===== src/hw/rtl/lua_tok_pkg.sv =====
// ----------------------------------------------------------------------------
// lua_tok_pkg
// shared types, token codes and byte classes for the lua tokenizer
// ----------------------------------------------------------------------------
package lua_tok_pkg;

  localparam int NameBytes  = 8;
  localparam int LengthBits = 16;
  localparam int KindBits   = 6;
  localparam int LenOutBits = 16;
  localparam int QueueDepth = 4;
  localparam int QueueAw    = 2;

  typedef logic [LengthBits-1:0] len_t;
  typedef logic [KindBits-1:0]   kind_t;

  // token kind codes
  localparam kind_t K_INT    = 6'd22;
  localparam kind_t K_FLOAT  = 6'd23;
  localparam kind_t K_STR    = 6'd24;
  localparam kind_t K_USTR   = 6'd25;
  localparam kind_t K_IDENT  = 6'd26;
  localparam kind_t K_ASSIGN = 6'd27;
  localparam kind_t K_GE     = 6'd28;
  localparam kind_t K_LE     = 6'd29;
  localparam kind_t K_EQ     = 6'd30;
  localparam kind_t K_NE     = 6'd31;
  localparam kind_t K_GT     = 6'd32;
  localparam kind_t K_LT     = 6'd33;
  localparam kind_t K_ADD    = 6'd34;
  localparam kind_t K_SUB    = 6'd35;
  localparam kind_t K_MUL    = 6'd36;
  localparam kind_t K_DIV    = 6'd37;
  localparam kind_t K_MOD    = 6'd38;
  localparam kind_t K_POW    = 6'd39;
  localparam kind_t K_LEN    = 6'd40;
  localparam kind_t K_SCOM   = 6'd41;
  localparam kind_t K_LCOM   = 6'd42;
  localparam kind_t K_LPAR   = 6'd43;
  localparam kind_t K_RPAR   = 6'd44;
  localparam kind_t K_LBRACK = 6'd45;
  localparam kind_t K_RBRACK = 6'd46;
  localparam kind_t K_LBRACE = 6'd47;
  localparam kind_t K_RBRACE = 6'd48;
  localparam kind_t K_DCOLON = 6'd51;
  localparam kind_t K_COLON  = 6'd52;
  localparam kind_t K_COMMA  = 6'd53;
  localparam kind_t K_SEMI   = 6'd54;
  localparam kind_t K_ATTR   = 6'd55;
  localparam kind_t K_UNID   = 6'd57;
  localparam kind_t K_EOF    = 6'd58;

  // byte class from the front part
  typedef struct packed {
    logic digit;
    logic alpha;
    logic xdigit;
    logic space;
    logic namech;
  } cls_t;

  // classified byte carried through the queue
  typedef struct packed {
    logic [7:0] ch;
    logic       last;
    cls_t       cls;
  } fitem_t;

  // one result
  typedef struct packed {
    kind_t             kind;
    logic [LenOutBits-1:0] len;
  } tok_t;

  function automatic cls_t classify(input logic [7:0] c);
    cls_t r;
    r.digit  = (c >= 8'h30) && (c <= 8'h39);
    r.alpha  = ((c >= 8'h61) && (c <= 8'h7a)) || ((c >= 8'h41) && (c <= 8'h5a));
    r.xdigit = r.digit || ((c >= 8'h61) && (c <= 8'h66)) || ((c >= 8'h41) && (c <= 8'h46));
    r.space  = (c == 8'h20) || ((c >= 8'h09) && (c <= 8'h0d));
    r.namech = r.alpha || r.digit || (c == 8'h5f);
    return r;
  endfunction

  // keyword lookup on a packed name of up to eight bytes
  function automatic kind_t kw_kind(input logic [63:0] nb, input logic [3:0] n);
    kind_t k;
    k = K_IDENT;
    case (n)
      4'd2: begin
        if (nb[15:0] == 16'h6669) k = 6'd1;       // if
        else if (nb[15:0] == 16'h6e69) k = 6'd2;  // in
        else if (nb[15:0] == 16'h726f) k = 6'd6;  // or
        else if (nb[15:0] == 16'h6f64) k = 6'd20; // do
      end
      4'd3: begin
        if (nb[23:0] == 24'h6c696e) k = 6'd3;       // nil
        else if (nb[23:0] == 24'h746f6e) k = 6'd4;  // not
        else if (nb[23:0] == 24'h646e61) k = 6'd12; // and
        else if (nb[23:0] == 24'h646e65) k = 6'd15; // end
        else if (nb[23:0] == 24'h726f66) k = 6'd17; // for
      end
      4'd4: begin
        if (nb[31:0] == 32'h6e656874) k = 6'd7;       // then
        else if (nb[31:0] == 32'h65757274) k = 6'd8;  // true
        else if (nb[31:0] == 32'h6f746f67) k = 6'd13; // goto
        else if (nb[31:0] == 32'h65736c65) k = 6'd18; // else
      end
      4'd5: begin
        if (nb[39:0] == 40'h6c61636f6c) k = 6'd0;       // local
        else if (nb[39:0] == 40'h656c696877) k = 6'd9;  // while
        else if (nb[39:0] == 40'h6c69746e75) k = 6'd10; // until
        else if (nb[39:0] == 40'h65736c6166) k = 6'd16; // false
        else if (nb[39:0] == 40'h6b61657262) k = 6'd21; // break
      end
      4'd6: begin
        if (nb[47:0] == 48'h746165706572) k = 6'd5;       // repeat
        else if (nb[47:0] == 48'h6e7275746572) k = 6'd11; // return
        else if (nb[47:0] == 48'h666965736c65) k = 6'd19; // elseif
      end
      4'd8: begin
        if (nb == 64'h6e6f6974636e7566) k = 6'd14; // function
      end
      default: k = K_IDENT;
    endcase
    return k;
  endfunction

endpackage


===== src/hw/rtl/lua_source_tokenizer_core.sv =====
// ----------------------------------------------------------------------------
// lua_source_tokenizer_core
// streaming lua tokenizer: bytes in, token kind and length out
// ----------------------------------------------------------------------------
// s_axis carries one source byte per item, tlast marks the final byte.
// m_axis carries one token per item: kind and length in tdata, tlast set on
// the last token caused by a given input byte.
// A byte passes a four-entry queue after classification, then the lexer
// state machine updates and loads up to three tokens into the output slot
// registers. The first token of a byte is valid in the cycle after the lexer
// takes that byte from the queue.
// Throughput is one byte per cycle while each byte makes at most one token
// and m_axis_tready is high; a byte that makes two or three tokens holds
// the lexer until the output slots drain, one token a cycle while m_axis_tready is high.
// Reset clears the lexer to the between-tokens state and empties the queue.
// A stalled m_axis_tready holds the output token; the queue absorbs up to
// four more bytes, then s_axis_tready drops.
// ----------------------------------------------------------------------------
module lua_source_tokenizer_core (
  input  logic        clk,
  input  logic        rst,
  input  logic        s_axis_tvalid,
  output logic        s_axis_tready,
  input  logic [7:0]  s_axis_tdata,   // char_code
  input  logic        s_axis_tlast,   // final_byte
  output logic        m_axis_tvalid,
  input  logic        m_axis_tready,
  output logic [23:0] m_axis_tdata,   // token_kind [5:0], token_length [21:6], zero fill
  output logic        m_axis_tlast    // run_end
);
  import lua_tok_pkg::*;

  logic   q_valid;
  logic   q_ready;
  fitem_t q_item;
  tok_t   tok;

  lua_tok_front u_front (
    .clk, .rst,
    .in_valid(s_axis_tvalid), .in_ready(s_axis_tready),
    .in_ch(s_axis_tdata), .in_last(s_axis_tlast),
    .q_valid, .q_ready, .q_item
  );

  lua_tok_back u_back (
    .clk, .rst,
    .q_valid, .q_ready, .q_item,
    .out_valid(m_axis_tvalid), .out_ready(m_axis_tready),
    .out_tok(tok), .out_end(m_axis_tlast)
  );

  assign m_axis_tdata = {2'b00, tok.len, tok.kind};

endmodule


===== src/hw/rtl/lua_tok_front.sv =====
// ----------------------------------------------------------------------------
// lua_tok_front
// input stage that classifies bytes and writes them into a short four-entry queue
// ----------------------------------------------------------------------------
module lua_tok_front (
  input  logic                clk,
  input  logic                rst,
  input  logic                in_valid,
  output logic                in_ready,
  input  logic [7:0]          in_ch,
  input  logic                in_last,
  output logic                q_valid,
  input  logic                q_ready,
  output lua_tok_pkg::fitem_t q_item
);
  import lua_tok_pkg::*;

  fitem_t              mem [QueueDepth];
  logic [QueueAw-1:0]  wptr;
  logic [QueueAw-1:0]  rptr;
  logic [QueueAw:0]    count;
  logic                push;
  logic                pop;

  assign in_ready = (count != QueueAw'(0) + (QueueAw+1)'(QueueDepth));
  assign push     = in_valid && in_ready;
  assign q_valid  = (count != '0);
  assign pop      = q_valid && q_ready;
  assign q_item   = mem[rptr];

  // queue storage
  always_ff @(posedge clk) begin
    if (push) begin
      mem[wptr] <= '{ch: in_ch, last: in_last, cls: classify(in_ch)};
    end
  end

  // queue pointers
  always_ff @(posedge clk) begin
    if (rst) begin
      wptr  <= '0;
      rptr  <= '0;
      count <= '0;
    end else begin
      if (push) wptr <= wptr + 1'b1;
      if (pop) rptr <= rptr + 1'b1;
      count <= count + (QueueAw+1)'(push) - (QueueAw+1)'(pop);
    end
  end

  a_count_bound: assert property (@(posedge clk) disable iff (rst)
    count <= (QueueAw+1)'(QueueDepth)) else $error("queue overfilled");
  a_no_push_full: assert property (@(posedge clk) disable iff (rst)
    (count == (QueueAw+1)'(QueueDepth)) |-> !push) else $error("push while full");
  a_count_track: assert property (@(posedge clk) disable iff (rst)
    (push && !pop) |=> (count == $past(count) + 1'b1)) else $error("count slip");

endmodule


===== src/hw/rtl/lua_tok_back.sv =====
// ----------------------------------------------------------------------------
// lua_tok_back
// lexer state machine: one byte per cycle unless held by a stalled or multi-token output, up to three tokens per byte
// ----------------------------------------------------------------------------
module lua_tok_back (
  input  logic                clk,
  input  logic                rst,
  input  logic                q_valid,
  output logic                q_ready,
  input  lua_tok_pkg::fitem_t q_item,
  output logic                out_valid,
  input  logic                out_ready,
  output lua_tok_pkg::tok_t   out_tok,
  output logic                out_end
);
  import lua_tok_pkg::*;

  typedef enum logic [4:0] {
    M_IDLE, M_TILDE, M_GT, M_LT, M_EQ, M_COLON, M_MINUS, M_DASH2, M_DASH2BR,
    M_SCOM, M_LCOM, M_DOT, M_LBRACK, M_LSTR, M_SSTR, M_SESC, M_NUMZERO,
    M_NUMBER, M_NAME
  } mode_t;

  mode_t      mode, mode_next;
  logic [63:0] nbuf, nbuf_next;
  len_t       cnt, cnt_next;
  logic [7:0] quote, quote_next;
  logic [1:0] nflags, nflags_next;
  logic [7:0] held, held_next;

  // result slots for the current byte
  tok_t       slot [3];
  logic [1:0] nres;
  tok_t       res [3];
  logic [1:0] res_n;
  logic [1:0] res_pos;
  logic       busy;

  logic [7:0] c;
  cls_t       k;
  len_t       cnt_b;
  logic       take;

  assign c = q_item.ch;
  assign k = q_item.cls;
  assign q_ready = !busy || (out_ready && (res_pos + 2'd1 == res_n));
  assign take = q_valid && q_ready;
  assign out_valid = busy;
  assign out_tok = res[res_pos];
  assign out_end = (res_pos + 2'd1 == res_n);

  function automatic logic [LenOutBits-1:0] lcap(input len_t l);
    return LenOutBits'(l);
  endfunction

  // next state and results for one byte
  always_comb begin
    logic       relex;
    mode_t      fm;
    logic [1:0] fl;
    mode_t      pm;
    mode_next   = mode;
    nbuf_next   = nbuf;
    cnt_next    = cnt;
    quote_next  = quote;
    nflags_next = nflags;
    held_next   = held;
    nres        = 2'd0;
    relex       = 1'b0;
    fm          = M_IDLE;
    fl          = 2'd0;
    for (int i = 0; i < 3; i++) slot[i] = '0;
    cnt_b = (cnt == '1) ? cnt : cnt + 1'b1;

    pm = mode;
    // zero prefix: x/X makes it hex, else fall into number handling
    if (mode == M_NUMZERO) begin
      if (c == 8'h78 || c == 8'h58) begin
        mode_next = M_NUMBER;
        nflags_next = nflags | 2'b10;
        cnt_next = cnt_b;
        pm = M_IDLE;
      end else begin
        pm = M_NUMBER;
      end
    end

    // pending token
    case (pm)
      M_IDLE: relex = (mode == M_IDLE);
      M_TILDE, M_GT, M_LT, M_EQ, M_COLON: begin
        if (c == ((pm == M_COLON) ? 8'h3a : 8'h3d)) begin
          case (pm)
            M_TILDE: slot[0] = '{K_NE, lcap(cnt_b)};
            M_GT:    slot[0] = '{K_GE, lcap(cnt_b)};
            M_LT:    slot[0] = '{K_LE, lcap(cnt_b)};
            M_EQ:    slot[0] = '{K_EQ, lcap(cnt_b)};
            default: slot[0] = '{K_DCOLON, lcap(cnt_b)};
          endcase
          nres = 2'd1;
          mode_next = M_IDLE;
        end else begin
          case (pm)
            M_TILDE: slot[0] = '{K_UNID, lcap(cnt)};
            M_GT:    slot[0] = '{K_GT, lcap(cnt)};
            M_LT:    slot[0] = '{K_LT, lcap(cnt)};
            M_EQ:    slot[0] = '{K_ASSIGN, lcap(cnt)};
            default: slot[0] = '{K_COLON, lcap(cnt)};
          endcase
          nres = 2'd1;
          relex = 1'b1;
        end
      end
      M_MINUS: begin
        if (c == 8'h2d) begin
          mode_next = M_DASH2; cnt_next = cnt_b;
        end else if (k.digit) begin
          mode_next = M_NUMBER; nflags_next = 2'b00; cnt_next = cnt_b;
        end else begin
          slot[0] = '{K_SUB, lcap(cnt)}; nres = 2'd1; relex = 1'b1;
        end
      end
      M_DASH2, M_DASH2BR, M_SCOM: begin
        if (c == 8'h0a) begin
          slot[0] = '{K_SCOM, lcap(cnt)}; nres = 2'd1; relex = 1'b1;
        end else begin
          if (c == 8'h5b && pm == M_DASH2) mode_next = M_DASH2BR;
          else if (c == 8'h5b && pm == M_DASH2BR) begin
            mode_next = M_LCOM; held_next = c;
          end else mode_next = M_SCOM;
          cnt_next = cnt_b;
        end
      end
      M_LCOM, M_LSTR: begin
        if (c == 8'h5d && held == 8'h5d) begin
          slot[0] = '{(pm == M_LCOM) ? K_LCOM : K_STR, lcap(cnt_b)};
          nres = 2'd1; mode_next = M_IDLE;
        end else begin
          held_next = c; cnt_next = cnt_b;
        end
      end
      M_DOT: begin
        if (k.digit) begin
          mode_next = M_NUMBER; nflags_next = 2'b01; cnt_next = cnt_b;
        end else begin
          slot[0] = '{K_ATTR, lcap(cnt)}; nres = 2'd1; relex = 1'b1;
        end
      end
      M_LBRACK: begin
        if (c == 8'h5b) begin
          mode_next = M_LSTR; held_next = c; cnt_next = cnt_b;
        end else begin
          slot[0] = '{K_LBRACK, lcap(cnt)}; nres = 2'd1; relex = 1'b1;
        end
      end
      M_SSTR: begin
        if (c == 8'h5c) begin
          mode_next = M_SESC; cnt_next = cnt_b;
        end else if (c == quote) begin
          slot[0] = '{K_STR, lcap(cnt_b)}; nres = 2'd1; mode_next = M_IDLE;
        end else cnt_next = cnt_b;
      end
      M_SESC: begin
        mode_next = M_SSTR; cnt_next = cnt_b;
      end
      M_NUMBER: begin
        mode_next = M_NUMBER;
        if (c == 8'h2e) begin
          nflags_next = nflags | 2'b01; cnt_next = cnt_b;
        end else if (c == 8'h2d || k.digit || c == 8'h65 || c == 8'h45 ||
                     (nflags[1] && k.xdigit)) begin
          cnt_next = cnt_b;
        end else begin
          slot[0] = '{nflags[0] ? K_FLOAT : K_INT, lcap(cnt)};
          nres = 2'd1; relex = 1'b1;
        end
      end
      M_NAME: begin
        if (k.namech) begin
          if (cnt < len_t'(NameBytes))
            nbuf_next = nbuf | (64'(c) << {cnt[2:0], 3'b000});
          cnt_next = cnt_b;
        end else begin
          slot[0] = '{(cnt > len_t'(NameBytes)) ? K_IDENT : kw_kind(nbuf, cnt[3:0]),
                      lcap(cnt)};
          nres = 2'd1; relex = 1'b1;
        end
      end
      default: relex = 1'b1;
    endcase

    // fresh token start
    if (relex) begin
      mode_next = M_IDLE; nbuf_next = '0; cnt_next = '0;
      quote_next = '0; nflags_next = '0; held_next = '0;
      fm = M_IDLE;
      case (c)
        8'h27, 8'h22: begin fm = M_SSTR; quote_next = c; end
        8'h28: begin slot[nres] = '{K_LPAR, 16'd1}; nres = nres + 2'd1; end
        8'h29: begin slot[nres] = '{K_RPAR, 16'd1}; nres = nres + 2'd1; end
        8'h5d: begin slot[nres] = '{K_RBRACK, 16'd1}; nres = nres + 2'd1; end
        8'h7b: begin slot[nres] = '{K_LBRACE, 16'd1}; nres = nres + 2'd1; end
        8'h7d: begin slot[nres] = '{K_RBRACE, 16'd1}; nres = nres + 2'd1; end
        8'h3b: begin slot[nres] = '{K_SEMI, 16'd1}; nres = nres + 2'd1; end
        8'h2c: begin slot[nres] = '{K_COMMA, 16'd1}; nres = nres + 2'd1; end
        8'h2b: begin slot[nres] = '{K_ADD, 16'd1}; nres = nres + 2'd1; end
        8'h2a: begin slot[nres] = '{K_MUL, 16'd1}; nres = nres + 2'd1; end
        8'h2f: begin slot[nres] = '{K_DIV, 16'd1}; nres = nres + 2'd1; end
        8'h25: begin slot[nres] = '{K_MOD, 16'd1}; nres = nres + 2'd1; end
        8'h5e: begin slot[nres] = '{K_POW, 16'd1}; nres = nres + 2'd1; end
        8'h23: begin slot[nres] = '{K_LEN, 16'd1}; nres = nres + 2'd1; end
        8'h7e: fm = M_TILDE;
        8'h3e: fm = M_GT;
        8'h3c: fm = M_LT;
        8'h3d: fm = M_EQ;
        8'h3a: fm = M_COLON;
        8'h2d: fm = M_MINUS;
        8'h2e: fm = M_DOT;
        8'h5b: fm = M_LBRACK;
        default: begin
          if (k.digit) fm = (c == 8'h30) ? M_NUMZERO : M_NUMBER;
          else if (k.namech) begin fm = M_NAME; nbuf_next = 64'(c); end
          else if (!k.space) begin
            slot[nres] = '{K_UNID, 16'd1}; nres = nres + 2'd1;
          end
        end
      endcase
      if (fm != M_IDLE) begin
        mode_next = fm; cnt_next = len_t'(1); held_next = c;
      end
    end

    // end of text: flush pending token, then end of file
    if (q_item.last) begin
      fl = 2'd1;
      case (mode_next)
        M_TILDE: slot[nres] = '{K_UNID, lcap(cnt_next)};
        M_GT:    slot[nres] = '{K_GT, lcap(cnt_next)};
        M_LT:    slot[nres] = '{K_LT, lcap(cnt_next)};
        M_EQ:    slot[nres] = '{K_ASSIGN, lcap(cnt_next)};
        M_COLON: slot[nres] = '{K_COLON, lcap(cnt_next)};
        M_MINUS: slot[nres] = '{K_SUB, lcap(cnt_next)};
        M_DASH2, M_DASH2BR, M_SCOM: slot[nres] = '{K_SCOM, lcap(cnt_next)};
        M_LCOM:  slot[nres] = '{K_LCOM, lcap(cnt_next)};
        M_DOT:   slot[nres] = '{K_ATTR, lcap(cnt_next)};
        M_LBRACK: slot[nres] = '{K_LBRACK, lcap(cnt_next)};
        M_LSTR, M_SSTR, M_SESC: slot[nres] = '{K_USTR, lcap(cnt_next)};
        M_NUMZERO, M_NUMBER:
          slot[nres] = '{nflags_next[0] ? K_FLOAT : K_INT, lcap(cnt_next)};
        M_NAME: slot[nres] = '{(cnt_next > len_t'(NameBytes)) ? K_IDENT :
                                kw_kind(nbuf_next, cnt_next[3:0]), lcap(cnt_next)};
        default: fl = 2'd0;
      endcase
      nres = nres + fl;
      slot[nres] = '{K_EOF, 16'd0};
      nres = nres + 2'd1;
      mode_next = M_IDLE; nbuf_next = '0; cnt_next = '0;
      quote_next = '0; nflags_next = '0; held_next = '0;
    end
  end

  // state and output slot registers
  always_ff @(posedge clk) begin
    if (rst) begin
      mode    <= M_IDLE;
      nbuf    <= '0;
      cnt     <= '0;
      quote   <= '0;
      nflags  <= '0;
      held    <= '0;
      busy    <= 1'b0;
      res_n   <= '0;
      res_pos <= '0;
    end else begin
      if (take) begin
        mode <= mode_next; nbuf <= nbuf_next; cnt <= cnt_next;
        quote <= quote_next; nflags <= nflags_next; held <= held_next;
        busy <= (nres != 2'd0);
        res_n <= nres;
        res_pos <= '0;
        for (int i = 0; i < 3; i++) res[i] <= slot[i];
      end else if (busy && out_ready) begin
        if (res_pos + 2'd1 == res_n) busy <= 1'b0;
        else res_pos <= res_pos + 2'd1;
      end
    end
  end

  a_pos_range: assert property (@(posedge clk) disable iff (rst)
    busy |-> (res_pos < res_n)) else $error("slot index past count");
  a_eof_idle: assert property (@(posedge clk) disable iff (rst)
    (take && q_item.last) |=> (mode == M_IDLE && cnt == '0)) else $error("no reset at eof");
  a_ready_busy: assert property (@(posedge clk) disable iff (rst)
    (busy && !out_ready) |-> !q_ready) else $error("byte taken while stalled");

endmodule


===== config.mk =====
export PLATFORM = sky130hd
export DESIGN_NAME = lua_source_tokenizer_core
export DESIGN_NICKNAME = d
export VERILOG_FILES = /design/src/hw/rtl/lua_tok_pkg.sv /design/src/hw/rtl/lua_source_tokenizer_core.sv /design/src/hw/rtl/lua_tok_front.sv /design/src/hw/rtl/lua_tok_back.sv
export SDC_FILE = /design/constraint.sdc
export NUM_CORES = 1
export LEC_CHECK = 0
export ABC_AREA = 1
export BUFFER_PORTS_ARGS = -buffer_cell sky130_fd_sc_hd__buf_2
export CAP_MARGIN = 20
export CORE_ASPECT_RATIO = 2
export CORE_MARGIN = 5
export CORE_UTILIZATION = 43
export DETAILED_ROUTE_END_ITERATION = 12
export PLACE_DENSITY = 0.59
export RECOVER_POWER = 100
export SYNTH_ARGS = -nofsm -noshare
export SYNTH_HDL_FRONTEND = slang
export SYNTH_HIERARCHICAL = 1
export SYNTH_SLANG_ARGS = --single-unit

===== constraint.sdc =====
create_clock -name clk -period 5.2 [get_ports clk]
set_input_delay 0.52 -clock clk [delete_from_list [all_inputs] [get_ports clk]]
set_output_delay 0.52 -clock clk [all_outputs]
set_load 0.01 [all_outputs]

## After elaboration in Yosys (flattened, before gate mapping)

Memory sizes are Yosys's and may differ from the RTL's. A register that Yosys moved wholly into a read port is not among the register bits.
Cells that the tools add are included.

- Bitwise gates (word level): 50
- Mux-type cells: 205
- Add/subtract/negate cells: 9
- Shifts and indexed selects: 1
- Eq/ne operators: 136
- Order comparisons: 19
- Reduce and logical (&&, ||, !) cells: 57

Operators by type and width:

| operator | count |
|---|---|
| $pmux 66 s14 | 1 |
| $bwmux 66 | 13 |
| $pmux 66 s13 | 1 |
| $mux 64 | 7 |
| $eq 40x39->1 const B | 10 |
| $mux 66 | 6 |
| $mux 22 | 14 |
| $and 51x51->51 | 6 |
| $not 51->51 | 6 |
| $eq 48x47->1 const B | 6 |
| $eq 32x31->1 const B | 8 |
| $eq 24x23->1 const B | 10 |
| $mux 16 | 15 |
| $and 57x57->57 | 4 |
| $not 57->57 | 4 |
| $mux 6 | 37 |
| $and 54x54->54 | 4 |
| $not 54->54 | 4 |
| $pmux 22 s9 | 1 |
| $pmux 22 s4 | 2 |
| $eq 8x6->1 const B | 19 |
| $pmux 16 s9 | 1 |
| $demux 22 s2 | 3 |
| $eq 16x15->1 const B | 8 |
| 74 further kinds | 287 |

- Word-level logic and storage cells: 492
- RAM bits: 122
- Input bits: 13
- Bits in registers: 115
- Memories kept: 2
- Output and inout port bits: 27

Memories:

| name | words | bits a word | rd ports | clocked after Yosys merged registers in | write ports | line | RTL |
|---|---|---|---|---|---|---|---|
| u_back.res | 3 | 22 | 1 | 1 | 3 | lua_tok_back.sv:34 | `tok_t res [3];` |
| u_front.mem | 4 | 14 | 1 | 1 | 1 | lua_tok_front.sv:18 | `fitem_t mem [QueueDepth];` |

## Longest topological paths before layout

Gate-level depths: netlist of run 1.

- Word-level depth: 26
- Mapped depth: 38
- Gate-level depth less buffers: 35

## Cells and area by module

Netlist of run 1, hierarchy kept.

By module, submodules not included:

| module | sequential area each (um2) | cells an instance | area an instance (um2) | instances |
|---|---|---|---|---|
| lua_tok_back | 4,184.0 | 2,370 | 14,441.4 | 1 |
| lua_tok_front | 1,861.8 | 257 | 2,798.9 | 1 |
| lua_source_tokenizer_core | 0.0 | 3 | 18.8 | 1 |

## Least setup slack after synthesis of run 1

OpenSTA, ideal clock, no wires.

- Path kind: register to register
- From: register u_back.res_pos[0]
- To: register u_back.nbuf[56]
- Period minus slack after synthesis: 5.328 ns
- Arrival time: 5.254 ns
- Data required time: 5.126 ns
- Library setup time: 0.074 ns
- Stages on the path, launching flop included: 16
- Buffers on the path: 2
- Slack: -0.128 ns
- Cells stage by stage: dfxtp_1 > xnor2_1 > inv_1 > nand2_1 > nand3_1 > inv_1 > nand2_1 > nand2_1 > nand2_1 > nor2_1 > inv_1 > nor2_1 > clkbuf_1 > buf_1 > nand3_1 > o21ai_0

- Word-level cells in the longest chain between the ends: 5

Ends and longest elaborated chain:

| what | line | RTL |
|---|---|---|
| start, declared | lua_tok_back.sv:36 | `logic [1:0] res_pos;` |
| start signal, assigned | lua_tok_back.sv:284 | `else res_pos <= res_pos + 2'd1;` |
| $add 2x1->2 | n/a |  |
| $eq 2x2->1 | n/a |  |
| net m_axis_tlast | lua_source_tokenizer_core.sv:29 | `output logic m_axis_tlast` |
| $logic_and 1x1->1 | lua_tok_back.sv:46 | `assign q_ready = !busy \|\| (out_ready && (res_pos + 2'd1 == res_n));` |
| $logic_or 1x1->1 | lua_tok_back.sv:46 |  |
| net q_ready | lua_source_tokenizer_core.sv:34 | `logic q_ready;` |
| $logic_and 1x1->1 | lua_tok_back.sv:47 | `assign take = q_valid && q_ready;` |
| end signal, assigned | lua_tok_back.sv:276 | `mode <= mode_next; nbuf <= nbuf_next; cnt <= cnt_next;` |
| end, declared | lua_tok_back.sv:25 | `logic [63:0] nbuf, nbuf_next;` |

The timed path passes the listed nets, and every way through them passes these cells.
A chain may end at the register's enable or synchronous reset.

==> results.json, run 1 <==
{
  "htree_levels": 1,
  "rows": 103,
  "port_buffers": 37,
  "cts.sinks": 237,
  "hold_viol_final": 0,
  "syn_area_per_cell_um2": 6.53,
  "finClkSkew_ns": 0.0197,
  "wl_met2_um": 36500,
  "worst_slack_ns": 0.252,
  "r2r-end": "u_back/res[0][17]$_DFFE_PP_",
  "drt-total-wl_um": 70600,
  "hold_depth": 1,
  "fin_nets": 2879,
  "final_common_cell": "nand2_1",
  "period_share_pct": 95.2,
  "wire_per_inst_um": 20.8,
  "tns_ns": 0,
  "regToRegSetupSlack_ns": 0.25,
  "ctsHoldBuffers": 0,
  "vias": 18874,
  "hold_path.class": "in2reg",
  "num_io_pins": 40,
  "dp_hpwl_um": 56900,
  "drive_above_1_share_pct": 13.4,
  "initial_core_util_pct": 43.4,
  "clkLatencyLatePin_ns": 0.56,
  "grt_max_degree": 78,
  "violations": "capacitance limit, slew limit",
  "post-place-ws_ns": 0.00115,
  "drc": 0,
  "post-route-min-period_ns": 4.95,
  "crit_type": "reg2reg",
  "coreArea_mm2": 0.0394,
  "path_common_cell": "nand2_1",
  "fmax_mhz": 202,
  "postLayoutCellArea_mm2": 0.0202,
  "hold_start": "s_axis_tlast",
  "cts_max_path_buffers": 3,
  "routed.top_layer": "met4",
  "setup_violations": 0,
  "worstMarginPinSlew_ns": 1.93,
  "wl_met1_um": 23000,
  "antenna_found_initial": 0,
  "die_w_um": 151,
  "synth.cell_area_mm2": 0.0171,
  "whs_endpoint": "u_front/mem[2][5]$_DFFE_PP_",
  "start_kind": "flop",
  "relSlewSlack_pct": -28.8,
  "grt_overflow": 0,
  "place_area_mm2": 0.0193,
  "slew_violations": 145,
  "place.gp.congestion": 1.04,
  "ant_nets": 0,
  "grt_pass1_vias": 18922,
  "syn_inst": 2620,
  "final_cell_mix": "644 x nand2_1, 366 x nor2_1, 318 x inv_1",
  "grt_pass1_wl_um": 106000,
  "wl_met3_um": 3290,
  "drtIter0Drc": 1293,
  "path_clk_slew_ns": 0.07,
  "die_y_um": 292,
  "critical_path_arrival_ns": 5.26,
  "n_antenna_cell": 0,
  "cts_tree": "done",
  "cts-root-buf": "clkbuf_16",
  "die_area_mm2": 0.0441,
  "track_usage_pct": 31.5,
  "critPathMaxStageDelay_ns": 0.39,
  "viasPerCell": 5.56,
  "cts_made_buffers": 23,
  "yosysWarningCount": 6,
  "critPathCaptureType": "flop",
  "cp_slowest_cell": "dfxtp_4",
  "reg2reg_depth": 35,
  "drv_cap": 2,
  "worst_ep_required_time_ns": 5.51,
  "crit_fanout": 16,
  "area_growth_pct": 18.2,
  "status": "finished, violations left",
  "first_pass_iters": 6
}
metal layers:
metal | vias to the layer above | GRT usage, %
li1 | 9159 | -
met1 | 8693 | 30.0
met2 | 708 | 57.6
met3 | 314 | 3.90
met4 | 0 | 27.5
met5 | - | 0
through the flow:
stage	instances	util (%)	hold slack, ns
after floorplan	2653	-	0.432
after global placement	3345	49.1	0.449
after detailed placement	3345	49.1	0.450
after CTS	3387	51.1	0.157
after global routing	3392	51.3	0.245
final	3392	51.3	0.248
flip-flops by register name, summed over array words and instances, names as in the netlist, named ones only:
name,count
u_back/res,66
u_back/nbuf,64
u_front/mem,52
u_back/cnt,16
u_back/held,8
u_back/quote,8
u_back/mode,5
u_front/count,3
u_back/nflags,2
u_back/res_n,2
u_back/res_pos,2
u_front/rptr,2
u_front/wptr,2
u_back/out_valid,1
how the worst max path moves through the flow:
stage / end / depth (start not counted) / start
final: u_back/res[0][17]$_DFFE_PP_ / 35 / flop
after global routing: u_back/res[0][21]$_DFFE_PP_ / 37 / flop
after CTS: u_back/res[1][19]$_DFFE_PP_ / 32 / flop
after detailed placement: u_back/res[1][19]$_DFFE_PP_ / 29 / flop
after global placement: u_back/res[0][21]$_DFFE_PP_ / 35 / flop
after floorplan: u_back/res[0][21]$_DFFE_PP_ / 34 / flop
final cells by class:
| cell class | count | area (um2) |
|---|---|---|
| flip-flops and latches | 237 | 5930 |
| repair buffers | 261 | 1890 |
| clock inverters | 15 | 219 |
| fillers | 4114 | 19200 |
| clock buffers | 27 | 592 |
| inverters | 346 | 1300 |
| multi-input cells | 1981 | 9630 |
| well taps | 525 | 657 |
worst max-delay path, delay by kind of cell, from the launching register on:
kind	cells	cell delay, ns
buffers and inverters	7	1.14
and+or+nand+nor	26	2.73
DFF	1	0.39
AOI/OAI and AO/OA	2	0.42
repair_timing:
item                                    CTS  global route
buffers inserted                          0             5
endpoints found under the setup margin    1            31
resized for setup                         2            35
pin swaps                                 0            10
Power of run 1 is not shown: default switching activity piles up to over one toggle a cycle in this logic, so the estimate is an artifact.
==> run 2: changes to the inputs <==
Settings changed: CORE_UTILIZATION 43 to 58, GPL_TIMING_DRIVEN from default to 1, PLACE_DENSITY 0.59 to 0.76, SLEW_MARGIN from default to 10.
==> results.json, run 2 (synthesized netlist as in run 1, its figures left out) <==
{
  "status": "finished, violations left",
  "violations": "capacitance limit, slew limit",
  "fmax_mhz": 203,
  "postLayoutCellArea_mm2": 0.0189,
  "ant_nets": 0,
  "num_io_pins": 40,
  "drive_above_1_share_pct": 8.92,
  "crit_type": "reg2reg",
  "cp_slowest_cell": "dfxtp_4",
  "worstMarginPinSlew_ns": 1.80,
  "coreArea_mm2": 0.0293,
  "path_clk_slew_ns": 0.07,
  "dp_hpwl_um": 44900,
  "drv_cap": 2,
  "relSlewSlack_pct": -20.2,
  "antenna_found_initial": 0,
  "hold_viol_final": 0,
  "first_pass_iters": 7,
  "hold_start": "s_axis_tlast",
  "rows": 89,
  "slew_violations": 96,
  "largest-register": "u_back/res",
  "die_w_um": 131,
  "n_antenna_cell": 0,
  "final_cell_mix": "644 x nand2_1, 367 x nor2_1, 318 x inv_1",
  "top_regs": "u_back/res (66), u_back/nbuf (64), u_front/mem (52)",
  "start_kind": "flop",
  "period_share_pct": 94.9,
  "hold_path.class": "in2reg",
  "track_usage_pct": 34.1,
  "critPathCaptureType": "flop",
  "cts.sinks": 237,
  "largest_register_ffs": 66,
  "cts_made_buffers": 23,
  "drt-total-wl_um": 59000,
  "clkLatencyLatePin_ns": 0.56,
  "place.gp.congestion": 1.06,
  "die_area_mm2": 0.0332,
  "critPathMaxStageDelay_ns": 0.39,
  "grt_overflow": 0,
  "drc": 0,
  "critical_path_arrival_ns": 5.18,
  "die_y_um": 253,
  "place_area_mm2": 0.0180,
  "worst_ep_required_time_ns": 5.45,
  "hold_ws_ns": 0.244,
  "cts_tree": "done",
  "cts_max_path_buffers": 3,
  "setup_violations": 0,
  "fin_nets": 2746,
  "grt_max_degree": 77,
  "drtIter0Drc": 1991,
  "htree_levels": 1,
  "cts-root-buf": "clkbuf_16",
  "area_growth_pct": 10.7,
  "finClkSkew_ns": 0.0199,
  "initial_core_util_pct": 58.4,
  "grt_pass1_vias": 17483,
  "final_common_cell": "nand2_1",
  "ctsHoldBuffers": 0,
  "post-route-min-period_ns": 4.93,
  "grt_pass1_wl_um": 92200,
  "port_buffers": 37,
  "vias": 18511,
  "wire_per_inst_um": 19.0,
  "crit_fanout": 10,
  "viasPerCell": 5.98
}
-- run 2: final cells by class --
cell class | instances | area [um2]
clock inverters | 16 | 155
multi-input cells | 1981 | 9670
well taps | 364 | 455
clock buffers | 26 | 607
flip-flops and latches | 237 | 5930
repair buffers | 128 | 813
fillers | 2769 | 10400
inverters | 346 | 1300
-- run 2: per-layer routing --
layer | share of wire (%) | GRT usage (%) | up-vias | wire length (um)
met5 | 0 | 0 | - | 0
met4 | 8.3 | 24.1 | 0 | 4900
met3 | 6.7 | 3.20 | 256 | 3950
met2 | 48 | 57.8 | 950 | 28100
met1 | 37 | 40.4 | 8425 | 22000
li1 | - | - | 8880 | -
-- run 2: path summary, 6_finish.rpt --
check,slack (ns),endpoint,cells after the start
setup reg to reg,0.27,u_back/res[1][19]$_DFFE_PP_,34
hold reg to reg,0.46,u_back/quote[6]$_SDFFE_PP0P_,2
setup / recovery,0.27,u_back/res[1][19]$_DFFE_PP_,34
hold / removal,0.24,u_front/mem[0][5]$_DFFE_PP_,1
-- run 2: what timing repair did --
item | 4_1_cts | 5_1_grt
pin swaps | 0 | 7
gates resized for setup | 1 | 48
cloned | 0 | 1
endpoints found under the setup margin | 3 | 35
buffers inserted | 0 | 11
-- run 2: per-stage QoR --
stage	worst slack, ns	instances	utilization, %	TNS [ns]
after floorplan	0.450	2653	-	0
after global placement	0.120	3040	61.5	0
after detailed placement	-0.00358	3042	61.6	-0.00358
after CTS	0.00983	3084	64.2	0
after global routing	-0.0153	3098	64.7	-0.0224
final	0.267	3098	64.7	0
-- run 2: worst max-delay path: cells and delay by family (launching register included) --
family / cells / cell delay (ns)
AO/OA/AOI/OAI: 5 / 0.73
XOR/XNOR: 1 / 0.18
adder cells (fa/ha/maj): 2 / 0.44
buffers and inverters: 9 / 0.91
flip-flops: 1 / 0.39
AND/OR/NAND/NOR: 17 / 1.97
Power of run 2 is left out for the same reason.
==> run 3: changes to the inputs <==
Settings changed: BUFFER_PORTS_ARGS -buffer_cell sky130_fd_sc_hd__buf_2 to default, CORE_UTILIZATION 58 to 59, DONT_BUFFER_PORTS from default to 1.
==> results.json, run 3 (synthesized netlist as in run 1, its figures left out) <==
{
  "final_cell_mix": "644 x nand2_1, 368 x nor2_1, 317 x inv_1",
  "hold_viol_final": 0,
  "start_kind": "flop",
  "first_pass_iters": 6,
  "finClkSkew_ns": 0.0328,
  "track_usage_pct": 40.2,
  "drtIter0Drc": 1876,
  "rsz0062_at_grt": "true",
  "critPathCaptureType": "flop",
  "die_y_um": 251,
  "status": "finished, violations left",
  "crit_family": "compound AO/OA/AOI/OAI gates",
  "ant_nets": 0,
  "cts-root-buf": "clkbuf_16",
  "cts_max_path_buffers": 3,
  "fin_nets": 2729,
  "post-route-min-period_ns": 5.08,
  "final_common_cell": "nand2_1",
  "period_share_pct": 97.7,
  "grt_max_degree": 78,
  "grt_pass1_vias": 19102,
  "worst_slack_ns": 0.122,
  "viasPerCell": 6.24,
  "place.gp.congestion": 1.10,
  "largest_register_ffs": 66,
  "critical_path_arrival_ns": 5.35,
  "violations": "capacitance limit, slew limit",
  "initial_core_util_pct": 59.5,
  "antenna_found_initial": 0,
  "slew_violations": 68,
  "cts_tree": "done",
  "drt-total-wl_um": 66500,
  "drive_above_1_share_pct": 9.72,
  "path_common_cell": "inv_1",
  "post-place-ws_ns": -0.0505,
  "n_antenna_cell": 0,
  "fmax_mhz": 197,
  "crit_fanout": 26,
  "fillers": 2593,
  "largest-register": "u_back/res",
  "die_area_mm2": 0.0327,
  "hold_path.class": "in2reg",
  "htree_levels": 1,
  "drc": 0,
  "die_w_um": 130,
  "top_regs": "u_back/res (66), u_back/nbuf (64), u_front/mem (52)",
  "drv_cap": 1,
  "rows": 88,
  "cp_slowest_cell": "a2111oi_1",
  "worstMarginPinSlew_ns": 1.67,
  "path_clk_slew_ns": 0.07,
  "coreArea_mm2": 0.0287,
  "seq_area_mm2": 0.00593,
  "worst-path-buf-inv": 8,
  "crit_type": "reg2reg",
  "clkLatencyLatePin_ns": 0.57,
  "dp_hpwl_um": 51400,
  "relSlewSlack_pct": -11.5,
  "setup_violations": 0,
  "worst_ep_required_time_ns": 5.47,
  "multi_input_area_mm2": 0.00966,
  "num_io_pins": 40,
  "vias": 19190,
  "wire_per_inst_um": 21.6,
  "cts.sinks": 237,
  "grt_pass1_wl_um": 102000,
  "grt_overflow": 0,
  "critPathMaxStageDelay_ns": 0.68,
  "area_growth_pct": 10.5,
  "cts_made_buffers": 22,
  "port_buffers": 0
}
-- run 3: cell types whose count changed in the layout (fill, tap and decap cells not counted), sizes merged --
| cell | delta |
|---|---|
| buf | +21 |
| bufinv | -1 |
| clkinv | -1 |
| clkbuf | -39 |
| clkinvlp | +2 |
-- run 3: final cells by class --
| type | count | share of cell area (%) |
|---|---|---|
| Multi-Input combinational cell | 1981 | 51.1 |
| Timing Repair Buffer | 112 | 4.55 |
| Tap cell | 360 | 2.38 |
| Clock inverter | 16 | 0.781 |
| Clock buffer | 24 | 2.95 |
| Sequential cell | 237 | 31.4 |
| Inverter | 346 | 6.89 |
-- run 3: worst paths after layout --
kind                            depth (start not counted)  slack [ns]                          from                            to
worst max-delay path                                   26        0.12                          flop   u_back/res[1][19]$_DFFE_PP_
worst min-delay path                                    1        0.03                           rst   u_front/count[2]$_SDFF_PP0_
worst max register to register                         26        0.12                          flop   u_back/res[1][19]$_DFFE_PP_
worst min register to register                          2        0.46  u_back/quote[4]$_SDFFE_PP0P_  u_back/quote[4]$_SDFFE_PP0P_
-- run 3: repair_timing --
action | 4_1_cts | 5_1_grt
setup endpoints to repair | 10 | 36
gates cloned | 0 | 0
resized for setup | 1 | 39
pin swaps | 0 | 4
buffers inserted | 0 | 7
hold endpoints to repair | 0 | 0
hold buffers | 0 | 0
-- run 3: routing by layer --
metal | wire length, um | GRT usage, %
met5 | 0 | 0
met2 | 33000 | 68.8
met4 | 7830 | 37.7
met1 | 20500 | 39.3
met3 | 5160 | 7.57
-- run 3: metrics by stage --
step / std cells / util [%] / setup TNS [ns] / hold slack [ns] / cell area, um2
floorplan: 2653 / - / 0 / 0.432 / 17200
global placement: 3025 / 62.7 / 0 / 0.446 / 18000
detailed placement: 3026 / 62.7 / -0.0560 / 0.454 / 18000
CTS: 3066 / 65.2 / 0 / 0.0161 / 18700
global route: 3076 / 65.8 / -0.338 / 0.0199 / 18900
finish: 3076 / 65.8 / 0 / 0.0297 / 18900
-- run 3: worst register-to-register path, delay by kind of cell (launching register included) --
kind	cells	cell delay (ns)
AOI/OAI and AO/OA	6	1.61
xor gates and xnor gates	1	0.19
adders and majority gates	2	0.47
buffers and inverters	8	0.87
DFF	1	0.38
and+or+nand+nor	9	1.32
Power of run 3 is left out for the same reason.
